File: src/design/spq_pkg.sv
`timescale 1ns / 1ps
// ----------------------------------------------------------------------------
// spq_pkg
// Shared types and codes for the sorted-array priority queue.
// ----------------------------------------------------------------------------
package spq_pkg;

   localparam int ValueWidth = 32;
   localparam int CountOutWidth = 8;

   typedef logic signed [ValueWidth-1:0] spq_value_type;
   typedef logic [CountOutWidth-1:0] spq_count_out_type;

   // request action codes
   typedef enum logic {
      ACT_ENQUEUE = 1'b0,
      ACT_DEQUEUE = 1'b1
   } spq_action_type;

   // response status codes
   typedef enum logic [1:0] {
      ST_OK    = 2'd0,
      ST_FULL  = 2'd1,
      ST_EMPTY = 2'd2
   } spq_status_type;

   // per-cycle command broadcast to every cell
   typedef struct packed {
      logic          enq;
      logic          deq;
      spq_value_type value;
   } spq_cmd_type;

endpackage

File: src/design/spq_cell.sv
`timescale 1ns / 1ps
// ----------------------------------------------------------------------------
// spq_cell
// One slot of the sorted chain: holds an entry, compares it against the
// incoming value and takes its own, the new or a neighbor's value.
// ----------------------------------------------------------------------------
module spq_cell (
   input  logic                  clock,
   input  spq_pkg::spq_cmd_type  cmd,
   input  logic                  occupied,
   input  logic                  left_keep,
   input  spq_pkg::spq_value_type left_value,
   input  spq_pkg::spq_value_type right_value,
   output spq_pkg::spq_value_type value,
   output logic                  keep
);
   import spq_pkg::*;

   spq_value_type value_ff;
   spq_value_type value_in;

   // entry stays put on enqueue when it is stored and not smaller
   assign keep = occupied && (value_ff >= cmd.value);

   // next entry: hold, take new value, shift from head side or tail side
   always_comb begin
      value_in = value_ff;
      if (cmd.enq) begin
         if (!keep) begin
            value_in = left_keep ? cmd.value : left_value;
         end
      end else if (cmd.deq) begin
         value_in = right_value;
      end
   end

   always_ff @(posedge clock) begin
      value_ff <= value_in;
   end

   assign value = value_ff;

endmodule

File: config.mk
export PLATFORM = sky130hd
export DESIGN_NAME = spq_cell
export DESIGN_NICKNAME = d
export VERILOG_FILES = /design/src/design/spq_pkg.sv /design/src/design/spq_cell.sv
export SDC_FILE = /design/constraint.sdc
export NUM_CORES = 1
export LEC_CHECK = 0
export ABC_AREA = 1
export BUFFER_PORTS_ARGS = -buffer_cell sky130_fd_sc_hd__buf_2
export CAP_MARGIN = 20
export CORE_MARGIN = 3
export CORE_UTILIZATION = 34
export DETAILED_ROUTE_END_ITERATION = 16
export HOLD_SLACK_MARGIN = 0.02
export PLACE_DENSITY = 0.62
export SYNTH_ARGS = -nofsm -noshare
export SYNTH_HDL_FRONTEND = slang
export SYNTH_SLANG_ARGS = --single-unit
File: constraint.sdc
create_clock -name clock -period 2.9 [get_ports clock]
set_input_delay 0 -clock clock [delete_from_list [all_inputs] [get_ports clock]]
set_output_delay 0 -clock clock [all_outputs]
set_load 0.01 [all_outputs]
---- Word level (Yosys, flattened, before mapping) ----
Index checks and enable logic that the tools add are counted.
storage, ports and cells
  register bits after elaboration ......... 32
  latch bits .............................. 0
  bits in writable memories ............... 0
  bits in read-only memories .............. 0
  bits of input ports ..................... 101
  output and inout port bits .............. 33
  logic and storage cells ................. 10
  memories kept ........................... 0
operators by class
  $add $sub $neg .......................... 0
  multipliers ............................. 0
  divide/modulo/power cells ............... 0
  $lt $le $gt $ge ......................... 1
  eq/ne operators ......................... 1
  shift operators ......................... 0
  multiplexer cells ....................... 4
  bitwise operators ....................... 0
  reduce and logical (&&, ||, !) cells .... 3
operators with widths
  cell                  count
  $mux W32              4
  $ge A32 B32 Y1        1
  $ne A2 B2 Y1 const B  1
  $reduce_and A2 Y1     1
  $reduce_bool A2 Y1    1
  $logic_and A1 B1 Y1   1

---- Depth between registers and ports, before layout ----
Gate-level depths: netlist of run 1.
  depth in word-level cells ............... 4
  depth in mapped cells ................... 18
  mapped depth without buffers ............ 18

---- Worst setup path after synthesis of run 1 ----
OpenSTA, ideal clock, no wires.
  path type ............................... flip-flop to flip-flop
  from .................................... register value_ff[31], in the netlist value[31]
  to ...................................... register value_ff[0], in the netlist value[0] (enable)
  library setup time ...................... 389 ps
  arrival time ............................ 2233 ps
  required time ........................... 2511 ps
  slack ................................... 278 ps
  stages on the path, launching flop included .. 12
  path buffers ............................ 0
  period minus slack after synthesis ...... 2622 ps
  cells stage by stage .................... edfxtp_1 ha_1 nand2_1 nor2_2 nand2_2 nor4_4 nand2_1 nand3_1 nand3_1 nand2_1 nand2_1 nand2_1
on the way
  longest elaborated chain between the ends .. 4
ends and longest elaborated chain
  what                                line            RTL
  from (decl)                         spq_cell.sv:19  spq_value_type value_ff;
  from (signal assigned)              spq_cell.sv:38  value_ff <= value_in;
  $ge A32 B32 Y1                      spq_cell.sv:23  assign keep = occupied && (value_ff >= cmd.value);
  $logic_and A1 B1 Y1                 spq_cell.sv:23
  $ne A2 B2 Y1 (no source line)       -
  $reduce_and A2 Y1 (no source line)  -
No other way between the ends.
A chain may end at the register's enable or synchronous reset.

---- Final worst setup path of run 1 ----
  from .................................... register value_ff[31], in the netlist value[31]
  to ...................................... register value_ff[4], in the netlist value[4] (enable)
Same word-level chain as after synthesis.

==> results of run 1 <==
==> how the worst min path moves through the flow <==
stage / to / slack [ps] / cells after the start
2_1_floorplan: keep / 120 / 2
3_3_place_gp: value[17]$_DFFE_PP_ / 290 / 3
3_5_place_dp: value[17]$_DFFE_PP_ / 290 / 3
4_1_cts: value[25]$_DFFE_PP_ / 20 / 3
5_1_grt: value[27]$_DFFE_PP_ / 30 / 3
6_report: value[25]$_DFFE_PP_ / 30 / 3
==> Yosys cell counts, drive strengths merged <==
cell type	number
buf	2
nor3	1
edfxtp	32
nor2	40
clkbuf	10
nand2	68
nand4	3
ha	32
a21o	2
nand3	3
a21oi	14
inv	42
o21ai	67
o21a	2
nor4	1
==> power groups by stage <==
stage / Combinational (uW) / Clock (uW) / Sequential, uW
finish: 468 / 425 / 608
global route: 535 / 457 / 615
CTS: 473 / 437 / 609
detailed placement: 449 / 0 / 619
global placement: 442 / 0 / 615
floorplan: 223 / 0 / 644
==> per-stage QoR <==
step	area (um^2)	power, uW	hold slack [ps]	cells	utilization (%)
floorplan	2480	867	119	319	-
finish	3580	1500	26.1	569	51.6
CTS	3580	1520	20.4	569	51.6
global route	3580	1610	34.0	569	51.6
global placement	3270	1060	285	540	47.0
detailed placement	3270	1070	287	540	47.0
==> area by class of cell <==
cell class | count | area (um^2) | share of cell area (%)
multi-input cells | 233 | 1320 | 36.8
flip-flops and latches | 32 | 961 | 26.8
repair buffers | 158 | 918 | 25.6
inverters | 42 | 158 | 4.40
well taps | 96 | 120 | 3.35
clock buffers | 6 | 72.6 | 2.02
clock inverters | 2 | 35.0 | 0.977
==> critical path, stage by stage, from the launching register on <==
cell and delay, ps:
sky130_fd_sc_hd__edfxtp_1 400, sky130_fd_sc_hd__ha_1 360, sky130_fd_sc_hd__nand2_1 100, sky130_fd_sc_hd__nor2_2 140
sky130_fd_sc_hd__nand2_2 80, sky130_fd_sc_hd__nor4_4 180, sky130_fd_sc_hd__nand2_1 110, sky130_fd_sc_hd__nand3_1 80
sky130_fd_sc_hd__nand3_1 70, sky130_fd_sc_hd__nand2_1 80, sky130_fd_sc_hd__nand2_1 50, sky130_fd_sc_hd__nand2_1 150
sky130_fd_sc_hd__buf_4 230
==> layout by cell type (no fill, tap or decap), drive strengths merged <==
master and n:
clkinv 1, ha 32, nor2 40, nor4 1
a21o 2, clkbuf 6, nand4 3, o21a 2
nand3 3, bufinv 1, dlygate4sd3 21, edfxtp 32
inv 42, nor3 1, a21oi 14, buf 137
o21ai 67, nand2 68
==> logic make-up (layout without fill, tap and decap cells) <==
kind of cell	after synthesis	count (layout)
AND/OR/NAND/NOR	116	116
AO/OA/AOI/OAI	85	85
buffers and inverters	54	208
adder cells (fa/ha/maj)	32	32
flip-flops	32	32
==> layer usage <==
layer | up-vias | share of wire (%) | GRT usage [%]
li1 | 1374 | - | -
met1 | 1146 | 43 | 21.1
met2 | 85 | 49 | 31.9
met3 | 7 | 6.4 | 4.39
met4 | 2 | 0.97 | 4.40
met5 | - | 0.12 | 0
==> timing repair <==
action,4_1_cts,5_1_grt
hold endpoints to repair,21,0
buffers inserted,0,0
resized for setup,0,0
hold buffers,21,0
endpoints found under the setup margin,0,0
==> results.sh, run 1 <==
export IMPL_outcome="completed"
export IMPL_die_height_um=91.5
export IMPL_gp_routability_congestion=0.809
export IMPL_area_of_the_mapped_netlist_um2=2480
export IMPL_drv_cap=0
export IMPL_start_util_pct=35.8
export IMPL_timing_critical_path_to_type="register"
export IMPL_synthesized_area_fraction_occupied_by_ao_oa_aoi_and_oai_cells_pct=17.9
export IMPL_sort_of_element_at_the_start_of_the_critical_path="register"
export IMPL_fmaxAchievable_mhz=427
export IMPL_fin_worst_skew_ps=3.92
export IMPL_period_minus_slack_ps=2340
export IMPL_rr_startpoint="value[31]$_DFFE_PP_"
export IMPL_drt_drc_violations_left=0
export IMPL_tritoncts_buffers=5
export IMPL_tritoncts_num_sinks=32
export IMPL_fin_nets=605
export IMPL_max_clock_path_buffers=2
export IMPL_power_switching_share_pct=30.3
export IMPL_leakage_uw=0.00186
export IMPL_routed_via_density=4.59
export IMPL_r2r_worst_path_cells=12
export IMPL_cp_required_ps=2890
export IMPL_hp_class="in2reg"
export IMPL_worst_setup_hold_path_clk_slew_ps=70
export IMPL_relSlewSlack_pct=61.6
export IMPL_via_count_of_the_first_global_routing_pass=2652
export IMPL_setup_worst_path_start="value[31]$_DFFE_PP_"
export IMPL_place_port_buffers=133
export IMPL_ys_seq_area_share_pct=38.7
export IMPL_crit_arrival_ps=2330
export IMPL_synth_top_family_by_area="simple AND/OR/NAND/NOR gates"
export IMPL_wire_length_of_the_first_global_routing_pass_um=12000
export IMPL_vdd_ir_drop_max_mv=0.198
export IMPL_pin_count=134
export IMPL_crit_end="value[4]$_DFFE_PP_"
export IMPL_grt_max_degree=35
export IMPL_synth_mux_area_share_pct=0
export IMPL_htreeDepth=2
export IMPL_die_area_um2=8370
export IMPL_internal_power_uw=1050
export IMPL_final_period_utilization_pct=80.7
export IMPL_num_vias=2614
export IMPL_postSynthNetCount=452
export IMPL_tightest_slew_ps=575
export IMPL_synth_adder_area_share_pct=16.1
export IMPL_synth_area_per_cell_um2=7.79
export IMPL_power_density_nw_per_um2=419
export IMPL_ant_nets=0
export IMPL_place_worst_setup_slack_ps=566
export IMPL_critical_path_reg2reg_endpoint="value[4]$_DFFE_PP_"
export IMPL_power_frac_seq_pct=40.5
export IMPL_grt_use_total_pct=17.8
export IMPL_largest_register_ff_count=32
export IMPL_synthToLayoutAreaGrowth_pct=44.3
export IMPL_synth_top_cell_area_share_pct=38.7
export IMPL_post_dp_hpwl_um=5750
export IMPL_wirelength_um=7500
export IMPL_clock_root_buffer_master="sky130_fd_sc_hd__clkbuf_8"
export IMPL_grt_ovfl_total=0
export IMPL_num_fill_cells=713
export IMPL_antennaDiodeCount=0
export IMPL_die_width_um=91.5
export IMPL_crit_fanout=12
export IMPL_yosys_cell_types_count=21
export IMPL_rsz0062_at_grt="no"
export IMPL_post_synth_main_area_contributors="sky130_fd_sc_hd__edfxtp_1, sky130_fd_sc_hd__ha_1, sky130_fd_sc_hd__o21ai_0"
export IMPL_critical_path_class="reg2reg"
export IMPL_antenna_found_initial=1
export IMPL_clock_latency_on_the_worst_skew_pair_ps=280
export IMPL_routed_length_per_placed_instance_um=13.2
export IMPL_post_synthesis_simple_gate_area_fraction_pct=19.1
export IMPL_switchingPower_uw=454
export IMPL_report_final_hold_viol_count=0
export IMPL_drtIter0Drc=130
export IMPL_worst_r2r_setup_slack_ps=560
export IMPL_yosys_warnings=0
export IMPL_worstHoldStart="right_value[25]"
export IMPL_timing_final_ws_setup_ps=559
export IMPL_drt_pre_antenna_iters=4
export IMPL_finalSetupTns_ps=0
export IMPL_netlist_instances=319
export IMPL_postSynthRegisterBits=32
export IMPL_timing_final_max_slew_violations=0
export IMPL_cts_tree="yes"
export IMPL_synth_xor_area_share_pct=0
export IMPL_timing_final_setup_violations=0
export IMPL_synthDominantAreaCellType="sky130_fd_sc_hd__edfxtp_1"
export IMPL_layout_drive_gt1_share_pct=32.1
export IMPL_placeableCoreArea_um2=6940
export IMPL_fp_row_count=30
export IMPL_power_frac_clock_pct=28.3
export IMPL_pwr_share_comb_pct=31.2
Power figures use the tool's default switching activity.
==> run 2, diff against run 1 <==
--- a/config.mk
+++ b/config.mk
@@ -12,7 +12,7 @@
 export CORE_UTILIZATION = 34
 export DETAILED_ROUTE_END_ITERATION = 16
 export HOLD_SLACK_MARGIN = 0.02
-export PLACE_DENSITY = 0.62
+export PLACE_DENSITY = 0.64
 export SYNTH_ARGS = -nofsm -noshare
 export SYNTH_HDL_FRONTEND = slang
 export SYNTH_SLANG_ARGS = --single-unit
==> constraint.sdc (replaced) <==
create_clock -name clock -period 2 [get_ports clock]
set_input_delay 0 -clock clock [delete_from_list [all_inputs] [get_ports clock]]
set_output_delay 0 -clock clock [all_outputs]
set_load 0.01 [all_outputs]
==> run 2 against run 1 <==
Net effect:
- the flow now finishes with violations (setup timing)
- clock power grew 11%
- critical path depth stayed put
- combinational power up 82%
- first-iteration DRC count decreased by 37%
- non-clock buffer count is 29 higher
- clock skew hardly changed
- hold slack lost 3.6 ps
- largest power group unchanged
==> results.sh, run 2 (synthesis gave the netlist of run 1 again) <==
export IMPL_outcome="finished with violations"
export IMPL_failed_checks="setup timing"
export IMPL_crit_arrival_ps=2090
export IMPL_clock_latency_on_the_worst_skew_pair_ps=280
export IMPL_worst_setup_hold_path_clk_slew_ps=60
export IMPL_hold_worst_slack_ps=22.6
export IMPL_layout_drive_gt1_share_pct=39.0
export IMPL_ant_nets=0
export IMPL_grt_max_degree=34
export IMPL_rr_startpoint="value[25]$_DFFE_PP_"
export IMPL_crit_end="value[10]$_DFFE_PP_"
export IMPL_final_cells=601
export IMPL_timing_final_ws_setup_ps=-109
export IMPL_timing_critical_path_buf_inv=0
export IMPL_power_switching_share_pct=32.1
export IMPL_worst_r2r_setup_slack_ps=-110
export IMPL_mostFrequentLayoutCell="sky130_fd_sc_hd__buf_2"
export IMPL_die_area_um2=8370
export IMPL_antennaDiodeCount=0
export IMPL_fmaxAchievable_mhz=474
export IMPL_dp_cells=562
export IMPL_final_cell_area_um2=3980
export IMPL_placement_cell_area_um2=3470
export IMPL_wirelength_um=7790
export IMPL_drt_drc_violations_left=0
export IMPL_largest_stage_delay_worst_path_ps=390
export IMPL_routed_via_density=4.66
export IMPL_drv_cap=0
export IMPL_grt_ovfl_total=0
export IMPL_worstHoldStart="right_value[0]"
export IMPL_cp_required_ps=1980
export IMPL_die_height_um=91.5
export IMPL_wire_length_of_the_first_global_routing_pass_um=12300
export IMPL_pwr_share_comb_pct=38.5
export IMPL_layout_common_cells="sky130_fd_sc_hd__buf_2, sky130_fd_sc_hd__nand2_1, sky130_fd_sc_hd__o21ai_0"
export IMPL_finalSetupTns_ps=-3240
export IMPL_max_clock_path_buffers=2
export IMPL_die_width_um=91.5
export IMPL_worst_path_stages=12
export IMPL_power_frac_clock_pct=21.3
export IMPL_timing_critical_path_to_type="register"
export IMPL_clock_root_buffer_master="sky130_fd_sc_hd__clkbuf_8"
export IMPL_critical_path_top_delay_family="simple AND/OR/NAND/NOR gates"
export IMPL_gp_routability_congestion=0.757
export IMPL_sort_of_element_at_the_start_of_the_critical_path="register"
export IMPL_relSlewSlack_pct=52.5
export IMPL_critical_path_reg2reg_endpoint="value[10]$_DFFE_PP_"
export IMPL_timing_final_max_slew_violations=0
export IMPL_setup_worst_path_start="value[25]$_DFFE_PP_"
export IMPL_r2r_worst_path_cells=12
export IMPL_tritoncts_buffers=5
export IMPL_routed_length_per_placed_instance_um=13.0
export IMPL_power_density_nw_per_um2=555
export IMPL_via_count_of_the_first_global_routing_pass=2729
export IMPL_placeableCoreArea_um2=6940
export IMPL_largest_register_ff_count=32
export IMPL_tritoncts_num_sinks=32
export IMPL_vdd_ir_drop_max_mv=0.210
export IMPL_post_dp_hpwl_um=5730
export IMPL_start_util_pct=35.8
export IMPL_grt_use_total_pct=18.0
export IMPL_antenna_found_initial=0
export IMPL_fp_row_count=30
export IMPL_path_cells="ha_1, a21oi_1, o21ai_0, nand2_1, nand2_1, a21oi_2, nand2_1, nand2_1, nand3_2, nand2_4, nand2_8, nand2_8"
export IMPL_hp_class="in2reg"
export IMPL_final_period_utilization_pct=105
export IMPL_tightest_slew_ps=710
export IMPL_drt_pre_antenna_iters=4
export IMPL_leakage_uw=0.00202
export IMPL_worst_path_max_delay_cell="sky130_fd_sc_hd__edfxtp_1"
export IMPL_htreeDepth=2
export IMPL_period_minus_slack_ps=2110
export IMPL_num_vias=2798
export IMPL_timing_final_setup_violations=33
export IMPL_pin_count=134
export IMPL_crit_fanout=8
export IMPL_critical_path_class="reg2reg"
export IMPL_switchingPower_uw=709
export IMPL_place_worst_setup_slack_ps=-243
export IMPL_fin_nets=637
export IMPL_fin_worst_skew_ps=3.93
export IMPL_place_port_buffers=133
export IMPL_cts_tree="yes"
export IMPL_internal_power_uw=1500
export IMPL_drtIter0Drc=82
export IMPL_power_frac_seq_pct=40.2
export IMPL_synthToLayoutAreaGrowth_pct=60.0
export IMPL_rsz0062_at_grt="yes"
export IMPL_report_final_hold_viol_count=0
export IMPL_critPathMostFrequentCell="sky130_fd_sc_hd__nand2_1"
## run 2: cell types whose count changed in the layout (fill, tap and decap cells not counted), sizes merged
cell and delta:
bufinv -1, nand2 +3, buf +28, clkbuf +1, dlygate4sd3 +1
## run 2: worst min-delay path, stage by stage
cell and delay (ps):
sky130_fd_sc_hd__buf_2 80, sky130_fd_sc_hd__nand2_1 40, sky130_fd_sc_hd__o21ai_0 70
## run 2: power groups by stage
stage                     Combinational [uW]  Sequential (uW)  Clock (uW)
after floorplan                          343              934           0
after global placement                   714              896           0
after detailed placement                 731              899           0
after CTS                                826              884         483
after global routing                     951              896         514
final                                    851              888         470
## run 2: cell type report
cell class | count | area [um^2]
inverter | 42 | 158
tap | 96 | 120
timing repair buffer | 187 | 1130
clock inverter | 1 | 3.75
clock buffer | 7 | 76.3
multi-input combinational | 236 | 1530
sequential | 32 | 961
fill | 661 | 2970
## run 2: worst min-delay path by stage
stage | to | slack [ps] | cells after the start
CTS | value[0]$_DFFE_PP_ | 20 | 3
finish | value[0]$_DFFE_PP_ | 20 | 3
floorplan | keep | 140 | 2
global placement | value[16]$_DFFE_PP_ | 290 | 3
global route | value[0]$_DFFE_PP_ | 30 | 3
detailed placement | value[18]$_DFFE_PP_ | 290 | 3
## run 2: routing by layer
layer | GRT usage, % | share of wire [%]
met3 | 2.57 | 5.4
met4 | 5.03 | 1.2
met5 | 0 | 0
met2 | 32.2 | 51
met1 | 22.4 | 42
## run 2: what timing repair did
action                                  4_1_cts  5_1_grt
buffers inserted                              3        3
endpoints found under the setup margin       33       33
resized for setup                            10        9
hold buffers                                 22        0
pin swaps                                    10        8
cloned                                        3        0
hold endpoints to repair                     22        0
## run 2: stage by stage
stage	util [%]	total power (uW)
global route	57.3	2360
global placement	49.9	1610
CTS	56.0	2190
detailed placement	49.9	1630
floorplan	-	1280
finish	57.3	2210
